[config.mk]
export PLATFORM = sky130hd
export DESIGN_NAME = chunk_receiver_ack_tracker
export DESIGN_NICKNAME = d
export VERILOG_FILES = /design/src/crat_pkg.sv /design/src/crat_ctrl.sv /design/src/crat_dp.sv /design/src/chunk_receiver_ack_tracker.sv
export SDC_FILE = /design/constraint.sdc
export NUM_CORES = 2
export LEC_CHECK = 0
export BUFFER_PORTS_ARGS = -buffer_cell sky130_fd_sc_hd__clkbuf_2
export CAP_MARGIN = 20
export CORE_ASPECT_RATIO = 1.1
export CORE_MARGIN = 2
export CORE_UTILIZATION = 49
export DETAILED_ROUTE_END_ITERATION = 10
export GPL_TIMING_DRIVEN = 0
export PLACE_DENSITY = 0.65
export RECOVER_POWER = 50
export SETUP_SLACK_MARGIN = 0.4
export SKIP_LAST_GASP = 1
export SYNTH_ARGS = -nofsm -noshare
export SYNTH_HDL_FRONTEND = slang
export SYNTH_SLANG_ARGS = --single-unit
[constraint.sdc]
create_clock -name clk -period 4.2 [get_ports clk]
set_input_delay 0.21 -clock clk [delete_from_list [all_inputs] [get_ports clk]]
set_output_delay 0.21 -clock clk [all_outputs]
set_load 0.05 [all_outputs]
[src/crat_pkg.sv]
package crat_pkg;

  localparam int ACK_HISTORY_DEF = 64;
  localparam int ACK_COUNT_DEF   = 16;
  localparam int CHUNK_BYTES_DEF = 1024;
  localparam int NAME_LIMIT_DEF  = 128;
  localparam int TOKEN_BITS_DEF  = 32;

  localparam logic [39:0] MAX_DATA_SIZE_RST = 40'hFF_FFFF_FFFF;
  localparam logic [31:0] ACK_INTERVAL_RST  = 32'd50;
  localparam logic [31:0] TIMEOUT_RST       = 32'd30000;

  typedef enum logic [1:0] {
    KIND_HANDSHAKE = 2'd0,
    KIND_PAYLOAD   = 2'd1,
    KIND_TICK      = 2'd2
  } in_kind_t;

  typedef enum logic [1:0] {
    RES_ACK    = 2'd0,
    RES_GRANT  = 2'd1,
    RES_REPLY  = 2'd2,
    RES_EXPIRE = 2'd3
  } res_kind_t;

  typedef enum logic [1:0] {
    CFG_MAX_DATA_SIZE = 2'd0,
    CFG_ACK_INTERVAL  = 2'd1,
    CFG_TIMEOUT       = 2'd2
  } cfg_index_t;

  typedef enum logic [3:0] {
    ST_IDLE,
    ST_DECODE,
    ST_SEARCH,
    ST_FLUSH,
    ST_DECIDE,
    ST_WRITE,
    ST_BSTART,
    ST_BREAD,
    ST_BOUT,
    ST_GRANT,
    ST_REPLY,
    ST_TCHECK,
    ST_EXPIRE
  } state_t;

  typedef struct packed {
    logic [1:0]  kind;
    logic [31:0] seq;
    logic [39:0] data_size;
    logic [15:0] name_size;
    logic        length_ok;
  } in_item_t;

  typedef struct packed {
    logic [1:0]  result_kind;
    logic [31:0] value;
    logic        last;
  } out_item_t;

  typedef struct packed {
    logic      load;
    logic      hs_apply;
    logic      pay_start;
    logic      search_step;
    logic      decide;
    logic      ring_write;
    logic      burst_start;
    logic      burst_sel;
    logic      burst_step;
    logic      tick_count;
    logic      ack_clear;
    logic      expire;
    logic      emit;
    res_kind_t emit_kind;
    logic      emit_last;
  } dp_cmd_t;

  typedef struct packed {
    logic [1:0] kind;
    logic       hs_ok;
    logic       active;
    logic       pay_ok;
    logic       search_last;
    logic       hit;
    logic       beyond;
    logic       trigger;
    logic       got_data;
    logic       timed_out;
    logic       ack_due;
    logic       burst_last;
    logic       grant;
    logic       out_free;
  } dp_status_t;

endpackage

[src/crat_ctrl.sv]
module crat_ctrl (
  input  logic                  clk,
  input  logic                  rst,
  input  logic                  in_valid,
  output logic                  in_stall,
  input  crat_pkg::dp_status_t  status,
  output crat_pkg::dp_cmd_t     cmd
);

  crat_pkg::state_t state, state_next;

  always_ff @(posedge clk) begin
    if (rst) begin
      state <= crat_pkg::ST_IDLE;
    end else begin
      state <= state_next;
    end
  end

  assign in_stall = (state != crat_pkg::ST_IDLE);

  always_comb begin
    state_next = state;
    cmd = '0;
    cmd.emit_kind = crat_pkg::RES_ACK;
    case (state)
      crat_pkg::ST_IDLE: begin
        if (in_valid) begin
          cmd.load = 1'b1;
          state_next = crat_pkg::ST_DECODE;
        end
      end
      crat_pkg::ST_DECODE: begin
        state_next = crat_pkg::ST_IDLE;
        case (status.kind)
          crat_pkg::KIND_HANDSHAKE: begin
            if (status.hs_ok) begin
              cmd.hs_apply = 1'b1;
              state_next = crat_pkg::ST_REPLY;
            end
          end
          crat_pkg::KIND_PAYLOAD: begin
            if (status.pay_ok) begin
              cmd.pay_start = 1'b1;
              state_next = crat_pkg::ST_SEARCH;
            end
          end
          crat_pkg::KIND_TICK: begin
            if (status.active) begin
              cmd.tick_count = 1'b1;
              state_next = crat_pkg::ST_TCHECK;
            end
          end
          default: state_next = crat_pkg::ST_IDLE;
        endcase
      end
      crat_pkg::ST_SEARCH: begin
        cmd.search_step = 1'b1;
        if (status.search_last) state_next = crat_pkg::ST_FLUSH;
      end
      crat_pkg::ST_FLUSH: state_next = crat_pkg::ST_DECIDE;
      crat_pkg::ST_DECIDE: begin
        if (status.hit) begin
          state_next = crat_pkg::ST_WRITE;
        end else if (status.beyond) begin
          state_next = crat_pkg::ST_IDLE;
        end else begin
          cmd.decide = 1'b1;
          state_next = crat_pkg::ST_WRITE;
        end
      end
      crat_pkg::ST_WRITE: begin
        cmd.ring_write = 1'b1;
        if (status.trigger) state_next = crat_pkg::ST_BSTART;
        else if (status.grant) state_next = crat_pkg::ST_GRANT;
        else state_next = crat_pkg::ST_IDLE;
      end
      crat_pkg::ST_BSTART: begin
        cmd.burst_start = 1'b1;
        state_next = crat_pkg::ST_BREAD;
      end
      crat_pkg::ST_BREAD: begin
        cmd.burst_sel = 1'b1;
        state_next = crat_pkg::ST_BOUT;
      end
      crat_pkg::ST_BOUT: begin
        cmd.burst_sel = 1'b1;
        if (status.out_free) begin
          cmd.emit = 1'b1;
          cmd.emit_kind = crat_pkg::RES_ACK;
          cmd.emit_last = status.burst_last && !status.grant;
          cmd.burst_step = 1'b1;
          if (!status.burst_last) state_next = crat_pkg::ST_BREAD;
          else if (status.grant) state_next = crat_pkg::ST_GRANT;
          else state_next = crat_pkg::ST_IDLE;
        end
      end
      crat_pkg::ST_GRANT: begin
        if (status.out_free) begin
          cmd.emit = 1'b1;
          cmd.emit_kind = crat_pkg::RES_GRANT;
          cmd.emit_last = 1'b1;
          state_next = crat_pkg::ST_IDLE;
        end
      end
      crat_pkg::ST_REPLY: begin
        if (status.out_free) begin
          cmd.emit = 1'b1;
          cmd.emit_kind = crat_pkg::RES_REPLY;
          cmd.emit_last = 1'b1;
          state_next = crat_pkg::ST_IDLE;
        end
      end
      crat_pkg::ST_TCHECK: begin
        state_next = crat_pkg::ST_IDLE;
        if (status.timed_out) begin
          state_next = crat_pkg::ST_EXPIRE;
        end else if (status.ack_due) begin
          if (status.got_data) state_next = crat_pkg::ST_BSTART;
          else cmd.ack_clear = 1'b1;
        end
      end
      crat_pkg::ST_EXPIRE: begin
        if (status.out_free) begin
          cmd.emit = 1'b1;
          cmd.emit_kind = crat_pkg::RES_EXPIRE;
          cmd.emit_last = 1'b1;
          cmd.expire = 1'b1;
          state_next = crat_pkg::ST_IDLE;
        end
      end
      default: state_next = crat_pkg::ST_IDLE;
    endcase
  end

endmodule

[src/crat_dp.sv]
module crat_dp #(
  parameter int ACK_HISTORY = crat_pkg::ACK_HISTORY_DEF,
  parameter int ACK_COUNT   = crat_pkg::ACK_COUNT_DEF,
  parameter int CHUNK_BYTES = crat_pkg::CHUNK_BYTES_DEF,
  parameter int NAME_LIMIT  = crat_pkg::NAME_LIMIT_DEF,
  parameter int TOKEN_BITS  = crat_pkg::TOKEN_BITS_DEF
) (
  input  logic                  clk,
  input  logic                  rst,
  input  crat_pkg::in_item_t    in_data,
  output logic                  out_valid,
  input  logic                  out_stall,
  output crat_pkg::out_item_t   out_data,
  input  logic                  cfg_valid,
  input  logic [1:0]            cfg_index,
  input  logic [39:0]           cfg_data,
  input  crat_pkg::dp_cmd_t     cmd,
  output crat_pkg::dp_status_t  status
);

  localparam int PW = (ACK_HISTORY > 1) ? $clog2(ACK_HISTORY) : 1;
  localparam int CW = $clog2(ACK_COUNT + 1);
  localparam int BW = $clog2(CHUNK_BYTES + 1);
  localparam int OW = 32 + BW;
  localparam int BACK = ACK_COUNT % ACK_HISTORY;
  localparam logic [PW-1:0] TRIG = PW'(BACK);
  localparam logic [PW-1:0] LAST_POS = PW'(ACK_HISTORY - 1);
  localparam logic [CW-1:0] LAST_WORD = CW'(ACK_COUNT - 1);
  localparam logic [32:0] TMASK_W = (33'd1 << TOKEN_BITS) - 33'd1;
  localparam logic [31:0] TMASK = TMASK_W[31:0];

  logic [39:0] max_data_size;
  logic [31:0] ack_interval_ticks;
  logic [31:0] timeout_ticks;

  crat_pkg::in_item_t item;
  logic active;
  logic got_data;
  logic [31:0] token;
  logic [31:0] token_count;
  logic [39:0] transfer_bytes;
  logic [31:0] since_ack;
  logic [31:0] since_recv;
  logic [PW-1:0] write_pos;
  logic [PW-1:0] gap;
  logic [PW-1:0] sidx;
  logic [PW-1:0] bpos;
  logic [CW-1:0] bidx;
  logic cmp_en;
  logic hit;
  logic grant;
  logic [OW-1:0] prod;

  logic [31:0] ring [ACK_HISTORY];
  logic [ACK_HISTORY-1:0] ring_vld;
  logic [31:0] rdata;
  logic rvld;
  logic [PW-1:0] raddr;
  logic [31:0] entry;
  logic [PW-1:0] wp_inc;
  logic [PW-1:0] gap_inc;
  logic [PW-1:0] bpos_inc;
  logic [PW:0] bstart_w;
  logic [31:0] token_count_next;

  always_ff @(posedge clk) begin
    if (rst) begin
      max_data_size <= crat_pkg::MAX_DATA_SIZE_RST;
      ack_interval_ticks <= crat_pkg::ACK_INTERVAL_RST;
      timeout_ticks <= crat_pkg::TIMEOUT_RST;
    end else if (cfg_valid) begin
      case (cfg_index)
        crat_pkg::CFG_MAX_DATA_SIZE: max_data_size <= cfg_data;
        crat_pkg::CFG_ACK_INTERVAL:  ack_interval_ticks <= cfg_data[31:0];
        crat_pkg::CFG_TIMEOUT:       timeout_ticks <= cfg_data[31:0];
        default: ;
      endcase
    end
  end

  assign wp_inc   = (write_pos == LAST_POS) ? '0 : write_pos + 1'b1;
  assign gap_inc  = (gap == LAST_POS) ? '0 : gap + 1'b1;
  assign bpos_inc = (bpos == LAST_POS) ? '0 : bpos + 1'b1;
  assign bstart_w = ({1'b0, write_pos} >= (PW+1)'(BACK)) ?
                    {1'b0, write_pos} - (PW+1)'(BACK) :
                    {1'b0, write_pos} + (PW+1)'(ACK_HISTORY - BACK);
  assign token_count_next = token_count + 32'd1;

  assign raddr = cmd.burst_sel ? bpos : sidx;
  assign entry = rvld ? rdata : '1;

  always_ff @(posedge clk) begin
    if (cmd.ring_write) ring[write_pos] <= item.seq;
    rdata <= ring[raddr];
  end

  always_ff @(posedge clk) begin
    if (rst) begin
      ring_vld <= '0;
      rvld <= 1'b0;
    end else begin
      rvld <= ring_vld[raddr];
      if (cmd.hs_apply && !active) begin
        ring_vld <= '0;
      end else if (cmd.ring_write) begin
        ring_vld[write_pos] <= 1'b1;
      end
    end
  end

  always_ff @(posedge clk) begin
    if (cmd.load) item <= in_data;
    if (cmd.pay_start) prod <= OW'(item.seq) * OW'(CHUNK_BYTES);
  end

  always_ff @(posedge clk) begin
    if (rst) begin
      active <= 1'b0;
      got_data <= 1'b0;
      token <= '0;
      token_count <= '0;
      transfer_bytes <= '0;
      since_ack <= '0;
      since_recv <= '0;
      write_pos <= '0;
      gap <= '0;
      sidx <= '0;
      bpos <= '0;
      bidx <= '0;
      cmp_en <= 1'b0;
      hit <= 1'b0;
      grant <= 1'b0;
    end else begin
      cmp_en <= cmd.search_step;
      if (cmd.load) grant <= 1'b0;
      if (cmd.hs_apply) begin
        since_recv <= '0;
        if (!active) begin
          active <= 1'b1;
          token_count <= token_count_next;
          token <= token_count_next & TMASK;
          write_pos <= '0;
          gap <= '0;
          got_data <= 1'b0;
          transfer_bytes <= item.data_size;
          since_ack <= '0;
        end
      end
      if (cmd.pay_start) begin
        got_data <= 1'b1;
        since_recv <= '0;
        sidx <= '0;
        hit <= 1'b0;
      end
      if (cmd.search_step) sidx <= (sidx == LAST_POS) ? '0 : sidx + 1'b1;
      if (cmp_en && entry == item.seq) hit <= 1'b1;
      if (cmd.decide) grant <= 1'b1;
      if (cmd.ring_write) begin
        write_pos <= wp_inc;
        gap <= gap_inc;
      end
      if (cmd.burst_start) begin
        bpos <= bstart_w[PW-1:0];
        bidx <= '0;
        gap <= '0;
        since_ack <= '0;
      end
      if (cmd.burst_step) begin
        bpos <= bpos_inc;
        bidx <= bidx + 1'b1;
      end
      if (cmd.tick_count) begin
        if (since_recv != '1) since_recv <= since_recv + 32'd1;
        if (since_ack != '1) since_ack <= since_ack + 32'd1;
      end
      if (cmd.ack_clear) since_ack <= '0;
      if (cmd.expire) active <= 1'b0;
    end
  end

  always_ff @(posedge clk) begin
    if (rst) begin
      out_valid <= 1'b0;
    end else if (cmd.emit) begin
      out_valid <= 1'b1;
    end else if (!out_stall) begin
      out_valid <= 1'b0;
    end
  end

  always_ff @(posedge clk) begin
    if (cmd.emit) begin
      out_data.result_kind <= cmd.emit_kind;
      out_data.last <= cmd.emit_last;
      case (cmd.emit_kind)
        crat_pkg::RES_ACK:   out_data.value <= entry;
        crat_pkg::RES_GRANT: out_data.value <= item.seq;
        default:             out_data.value <= token;
      endcase
    end
  end

  always_comb begin
    status.kind = item.kind;
    status.hs_ok = !(item.data_size > max_data_size) && (item.name_size != '0) &&
                   !(item.name_size > 16'(NAME_LIMIT));
    status.active = active;
    status.pay_ok = active && item.length_ok;
    status.search_last = (sidx == LAST_POS);
    status.hit = hit;
    status.beyond = (64'(prod) >= 64'(transfer_bytes));
    status.trigger = (gap_inc == TRIG);
    status.got_data = got_data;
    status.timed_out = (since_recv > timeout_ticks);
    status.ack_due = (since_ack > ack_interval_ticks);
    status.burst_last = (bidx == LAST_WORD);
    status.grant = grant;
    status.out_free = !out_valid || !out_stall;
  end

endmodule

[src/chunk_receiver_ack_tracker.sv]
// The payload duplicate search reads one ring entry per cycle, covering all ACK_HISTORY
// entries. An ack burst of ACK_COUNT entries can follow a payload or a tick.
// Output stalls hold the burst and the single-word results.
// Throughput: one transaction at a time; input stalls until the previous one finishes.
// Reset (rst, synchronous): control state and counters to reset values; ring data, item
// and output data are not reset; ring entries are invalidated at once, no clearing pass.
module chunk_receiver_ack_tracker #(
  parameter int ACK_HISTORY = crat_pkg::ACK_HISTORY_DEF,
  parameter int ACK_COUNT   = crat_pkg::ACK_COUNT_DEF,
  parameter int CHUNK_BYTES = crat_pkg::CHUNK_BYTES_DEF,
  parameter int NAME_LIMIT  = crat_pkg::NAME_LIMIT_DEF,
  parameter int TOKEN_BITS  = crat_pkg::TOKEN_BITS_DEF
) (
  input  logic                 clk,
  input  logic                 rst,
  input  logic                 in_valid,
  output logic                 in_stall,
  input  crat_pkg::in_item_t   in_data,
  output logic                 out_valid,
  input  logic                 out_stall,
  output crat_pkg::out_item_t  out_data,
  input  logic                 cfg_valid,
  output logic                 cfg_ready,
  input  logic [1:0]           cfg_index,
  input  logic [39:0]          cfg_data
);

  crat_pkg::dp_cmd_t    cmd;
  crat_pkg::dp_status_t status;

  assign cfg_ready = 1'b1;

  crat_ctrl u_ctrl (
    .clk      (clk),
    .rst      (rst),
    .in_valid (in_valid),
    .in_stall (in_stall),
    .status   (status),
    .cmd      (cmd)
  );

  crat_dp #(
    .ACK_HISTORY (ACK_HISTORY),
    .ACK_COUNT   (ACK_COUNT),
    .CHUNK_BYTES (CHUNK_BYTES),
    .NAME_LIMIT  (NAME_LIMIT),
    .TOKEN_BITS  (TOKEN_BITS)
  ) u_dp (
    .clk       (clk),
    .rst       (rst),
    .in_data   (in_data),
    .out_valid (out_valid),
    .out_stall (out_stall),
    .out_data  (out_data),
    .cfg_valid (cfg_valid & cfg_ready),
    .cfg_index (cfg_index),
    .cfg_data  (cfg_data),
    .cmd       (cmd),
    .status    (status)
  );

endmodule
Word-level counts from Yosys, hierarchy flattened

Memories as Yosys holds them, arrays and structs flattened. A register that Yosys moved wholly into a read port is not among the register bits.
Index checks and enable logic that the tools add are counted.

Register bits: 502
Bits in latches: 0
Memory bits (writable): 2048
Bits in read-only memories: 0
Output and inout port bits: 38
Logic and storage cells: 212
Memories: 1

Memories:

| memory    | words | bits a word | rd ports | clocked after Yosys merged registers in | wr ports | RTL line      | text |
|---|---|---|---|---|---|---|---|
| u_dp.ring | 64    | 32          | 1        | 1                                       | 1        | crat_dp.sv:54 | `logic [31:0] ring [ACK_HISTORY];` |

Add/sub/neg operators: 10
Multiply operators: 0
Div/mod/pow operators: 0
$lt $le $gt $ge: 9
Eq/ne operators: 33
Shift-type cells: 0
Multiplexer cells: 88
Bitwise gates (word level): 2
Reductions and logical operators: 39

Operator list:

| cell                    | count |
|---|---|
| $mux W32                | 10 |
| $add A32 B1 Y32 const B | 3 |
| $mux W6                 | 14 |
| $gt A32 B32 Y1          | 2 |
| $ne A32 B32 Y1 const B  | 2 |
| $or A64 B64 Y64         | 1 |
| $pmux W32 S2            | 1 |
| $mux W4                 | 13 |
| $pmux W4 S11            | 1 |
| $ge A42 B40 Y1          | 1 |
| $gt A40 B40 Y1          | 1 |
| $mux W1                 | 36 |
| $eq A32 B32 Y1          | 1 |
| $add A6 B1 Y6 const B   | 4 |
| $eq A6 B6 Y1 const B    | 4 |
| $eq A4 B4 Y1 const B    | 5 |
| $eq A4 B3 Y1 const B    | 4 |
| $gt A16 B8 Y1 const B   | 1 |
| $pmux W4 S4             | 1 |
| $reduce_bool A16 Y1     | 1 |
| $mux W5                 | 3 |
| $lt A6 B7 Y1 const B    | 2 |
| $mux W3                 | 4 |
| $pmux W4 S3             | 1 |
| 28 further kinds        | 65 |

Longest topological paths before layout

Depth after elaboration: 11
Gate-level depth with buffers: 14

By module

From an unflattened synthesis, not the netlist that was laid out.

Cell total of the unflattened synthesis: 5856
Area, all modules: 101870.2 sq um

By module, submodules not included:

| module                     | instances | cells an instance | area each (sq um) |
|---|---|---|---|
| crat_dp                    | 1         | 5768              | 101248.4 |
| crat_ctrl                  | 1         | 86                | 610.6 |
| chunk_receiver_ack_tracker | 1         | 2                 | 11.3 |

Worst setup path before layout

Ideal clock, no wire load.

Path kind: register -> register
Start point: reg u_ctrl.state[0]
End point: reg u_dp.item[0] in the netlist's numbering (enable)
Setup time: 0.461 ns
Arrival: 3.399 ns
Required time: 3.739 ns
Setup slack: 0.340 ns
Stages on the path, launching flop included: 6
Buffers on the path: 3
Period minus slack after synthesis: 3.860 ns
Cell sequence: dfxtp_1 buf_2 buf_1 clkbuf_1 nor2_1 and3_1

RTL lines:

| what                   | RTL line        | text |
|---|---|---|
| start, declared        | crat_ctrl.sv:10 | `crat_pkg::state_t state, state_next;` |
| start signal, assigned | crat_ctrl.sv:14 | `state <= crat_pkg::ST_IDLE;` |
| start signal, assigned | crat_ctrl.sv:16 | `state <= state_next;` |
| end signal, assigned   | crat_dp.sv:112  | `if (cmd.load) item <= in_data;` |
| end, declared          | crat_dp.sv:36   | `crat_pkg::in_item_t item;` |

Worst setup path after layout

Start point: reg u_dp.item[59] in the netlist's numbering
End point: reg u_dp.hit

Longest elaborated chain between the ends: 3
Elaborated cells on any way between the ends: 4
Those cells by class: 1 x eq/ne; 1 x mux; 2 x reduce/logical

RTL lines:

| what                                          | RTL line       | text |
|---|---|---|
| $eq A32 B32 Y1 *                              | crat_dp.sv:156 | `if (cmp_en && entry == item.seq) hit <= 1'b1;` |
| $logic_and A1 B1 Y1 *                         | crat_dp.sv:156 |  |
| $mux W1 or $reduce_bool A2 Y1 (tied branches) | -              |  |
| end signal, assigned                          | crat_dp.sv:131 | `hit <= 1'b0;` |
| end signal, assigned                          | crat_dp.sv:153 | `hit <= 1'b0;` |
| end signal, assigned                          | crat_dp.sv:156 |  |
| end, declared                                 | crat_dp.sv:50  | `logic hit;` |

Every way passes the cells marked *; elsewhere a longest branch is shown, timed or not.
A chain may end at the register's enable or synchronous reset.

==> results.cfg <==
[yosys]
avgSynthCellArea_sq_um = 11.9
synthFlopType = edfxtp_1
syn_inst = 8815
syn-cell-area_sq_um = 105000
synthSimpleGateAreaFrac_pct = 16.2
yosysSeqAreaShare_pct = 70.2
syn_nets = 9102
synthAdderAreaFrac_pct = 1.78
synth_edf_count = 2206
ys_warn_count = 0
synth_mux_area_share_pct = 0.223
async_flop_share_pct = 0
synth_top_family_by_area = simple AND/OR/NAND/NOR gates
ys_ff_latch = 2582
synthXorXnorAreaFrac_pct = 0.175
ys_types = 81
synth_compound_area_share_pct = 8.52

[cts]
clkSinkCount = 2582
cts_tree = built
cts_max_level = 5
clk_pin_slew_ns = 0.07
numCtsBuffers = 284
cts_max_path_buffers = 4
clock_latency_ns = 0.95
clock_tree.root_cell = clkbuf_16

[worst_setup_path]
worst_setup_path_end_kind = register
start_kind = register
crit_fanout = 21
worstPathRequired_ns = 5.06
arrival_ns = 4.86
worstSetupPathType = reg -> reg

[routing]
wl_per_cell_microns = 28.4
vias = 77500
drt_iter0_drc = 10200
dr.pass1.iters = 9
drc = 0
finalWirelength_microns = 361000
antenna_left = 0
via_per_inst = 6.09

[hold_path]
hold_class = in -> reg

[sta]
slew_headroom_pct = -24.7
post-route-period-util_pct = 95.1
finalHoldViolations = 0
tightestPinTransition_ns = 1.87
fin_skew_ns = 0.0779
setup_viol = 0
rsz0062_at_grt = true
clock.fmax_mhz = 250
post-route-min-period_ns = 3.99
drv_slew = 308
setup_ws_ns = 0.207

[global_route]
met3_usage_pct = 6.01
overflow = 0
grt.busiest_layer = met2
antenna_found_initial = 31
use_met1_pct = 40.5
grt_start_max_net_pins = 50
grt_use_met2_pct = 51.8
grt_pass1_wl_microns = 509000
first_global_vias = 73600
track_usage_pct = 32.5

[pwr]
peakVddDrop_mv = 0.423
clockPowerShare_pct = 45.0
p_comb_share_pct = 2.6
seqPwrFrac_pct = 52.4
p_leak_nw = 44.1
p_int_w = 0.0426
swShare_pct = 20.7
power.switching_w = 0.0111
power.density_nw_per_um2 = 431

[placement]
place_congestion = 1.03
io_buffers = 173
pre_cts_ws_ns = -1.05
dp_hpwl_microns = 258000
placed_cell_area_sq_um = 114000

[die]
io-pin-count = 176
coreArea_sq_um = 214000
die_x_microns = 446
die-area_sq_um = 218000
fp-row-count = 178
die_y_microns = 490
initial_utilization_pct = 49.2

[finish]
fin_nets = 9998
fill_cells = 16900
area_growth_pct = 18.5
final_cell_area_sq_um = 125000
drive_gt1_share_pct = 11.4

[outcome]
violations = capacitance limit, slew limit
status = finished with violations

[flow_run]
drv_cap = 15
## cells by family after synthesis
kind of cell | after synthesis
other | 1
multiplexers | 23
adder cells (fa/ha/maj) | 150
XOR/XNOR | 21
flip-flops | 2582
buffers and inverters | 755
AO/OA/AOI/OAI | 1388
AND/OR/NAND/NOR | 3895
## state kept, by name, indices dropped and copies added, names as in the netlist, 32 cells and up
register and count:
u_dp.item 89, u_dp.ack_interval_ticks 32, u_dp.max_data_size 40, u_dp.ring 2048
u_dp.prod 32, u_dp.out_data 35, u_dp.timeout_ticks 32, u_dp.since_recv 32
u_dp.transfer_bytes 40, u_dp.rdata 32, u_dp.ring_vld 64, u_dp.token 32
u_dp.since_ack 32
## stage by stage
step           power, W  setup TNS, ns  std cells  hold WS (ns)  utilization [%]
6_report         0.0537              0      12700        0.0543             58.3
5_1_grt          0.0549              0      12700        0.0321             58.3
4_1_cts          0.0541              0      12700      0.000576             59.1
3_5_place_dp     0.0301         -64.03      12000         0.389             53.5
3_3_place_gp     0.0298       -1606.30      11800         0.388             51.3
2_1_floorplan    0.0291              0       8815         0.309                -
## worst paths after layout
path                          startpoint  cells past startpoint  slack [ns]                     end
setup reg to reg           u_dp.item[59]                      6        0.21                u_dp.hit
hold reg to reg   u_dp.transfer_bytes[6]                      2        0.45  u_dp.transfer_bytes[6]
setup / recovery           u_dp.item[59]                      6        0.21                u_dp.hit
hold / removal               in_data[49]                      2        0.05           u_dp.item[49]
## layout make-up
cell class	count	area [sq um]	area share, %
buffer	557	2700	2.17
tap	2790	3490	2.80
antenna	19	47.5	0.0382
multi-input combinational	5478	29400	23.6
clock buffer	369	7770	6.23
inverter	198	743	0.596
timing repair buffer	610	5620	4.51
sequential	2582	73800	59.2
clock inverter	116	1040	0.838
## power groups by stage
| stage | Clock (W) | Sequential [W] | Combinational (W) |
|---|---|---|---|
| 6_report | 0.0242 | 0.0281 | 0.00141 |
| 2_1_floorplan | 0 | 0.0288 | 0.000312 |
| 4_1_cts | 0.0243 | 0.0281 | 0.00162 |
| 5_1_grt | 0.0253 | 0.0281 | 0.00146 |
| 3_3_place_gp | 0 | 0.0292 | 0.000533 |
| 3_5_place_dp | 0 | 0.0287 | 0.00144 |
## layout by cell type (no fill, tap or decap), types with 29 or more instances in the layout
| master | n |
|---|---|
| a211o_1 | 49 |
| a21o_1 | 33 |
| a21oi_1 | 381 |
| a221o_1 | 29 |
| a221oi_1 | 40 |
| a311oi_1 | 91 |
| a31oi_1 | 262 |
| a32oi_1 | 39 |
| and3_1 | 240 |
| and4_1 | 41 |
| buf_12 | 66 |
| buf_2 | 150 |
| buf_4 | 48 |
| clkbuf_1 | 422 |
| clkbuf_16 | 294 |
| clkbuf_2 | 235 |
| clkinv_1 | 51 |
| clkinv_2 | 40 |
| dfxtp_1 | 376 |
| dlygate4sd3_1 | 226 |
| edfxtp_1 | 2206 |
| ha_1 | 149 |
| inv_1 | 198 |
| nand2_1 | 2420 |
| nand3_1 | 660 |
| nand4_1 | 110 |
| nor2_1 | 183 |
| nor2_4 | 69 |
| nor3_1 | 40 |
| o21a_1 | 71 |
| o21ai_0 | 176 |
## synth_stat cells (20+ instances only)
| cell | instances | area share, % |
|---|---|---|
| a31oi_1 | 288 | 1.7 |
| a21o_1 | 33 | 0.24 |
| and4_1 | 41 | 0.34 |
| and3_1 | 241 | 1.4 |
| mux2i_1 | 20 | 0.19 |
| o21ai_0 | 225 | 1.1 |
| a311oi_1 | 93 | 0.77 |
| nand3_1 | 663 | 3.2 |
| nand4_1 | 110 | 0.65 |
| edfxtp_1 | 2206 | 63 |
| nor2_1 | 250 | 0.89 |
| buf_1 | 49 | 0.17 |
| o31ai_1 | 22 | 0.16 |
| nand2_1 | 2421 | 8.6 |
| a221oi_1 | 68 | 0.57 |
| clkbuf_1 | 332 | 1.2 |
| a211o_1 | 49 | 0.41 |
| a21oi_1 | 386 | 1.8 |
| o21a_1 | 71 | 0.51 |
| or3_1 | 20 | 0.12 |
| inv_1 | 198 | 0.71 |
| a32oi_1 | 39 | 0.32 |
| nor3_1 | 40 | 0.19 |
| dfxtp_1 | 376 | 7.2 |
| a221o_1 | 29 | 0.28 |
| ha_1 | 149 | 1.8 |
| buf_2 | 172 | 0.82 |
## routing by layer
layer  up-vias  routed length, microns
li1      34000                       -
met1     37900                  131000
met2      4488                  167000
met3      1089                   34800
met4        12                   28700
met5         -                      74
## critical path, stage by stage (launching register included)
cell       delay, ns
edfxtp_1        0.61
clkbuf_1        0.89
clkbuf_1        1.22
o21ai_0         0.25
o32ai_1         0.39
o2111ai_1       0.29
a21oi_1         0.24
## timing repair
item,in CTS,in global routing
pin swaps,20,16
buffers inserted,9,1
hold endpoints to repair,246,0
hold buffers,226,0
endpoints found under the setup margin,195,306
resized for setup,296,115
Note: power is estimated with default switching activity, not from simulation.
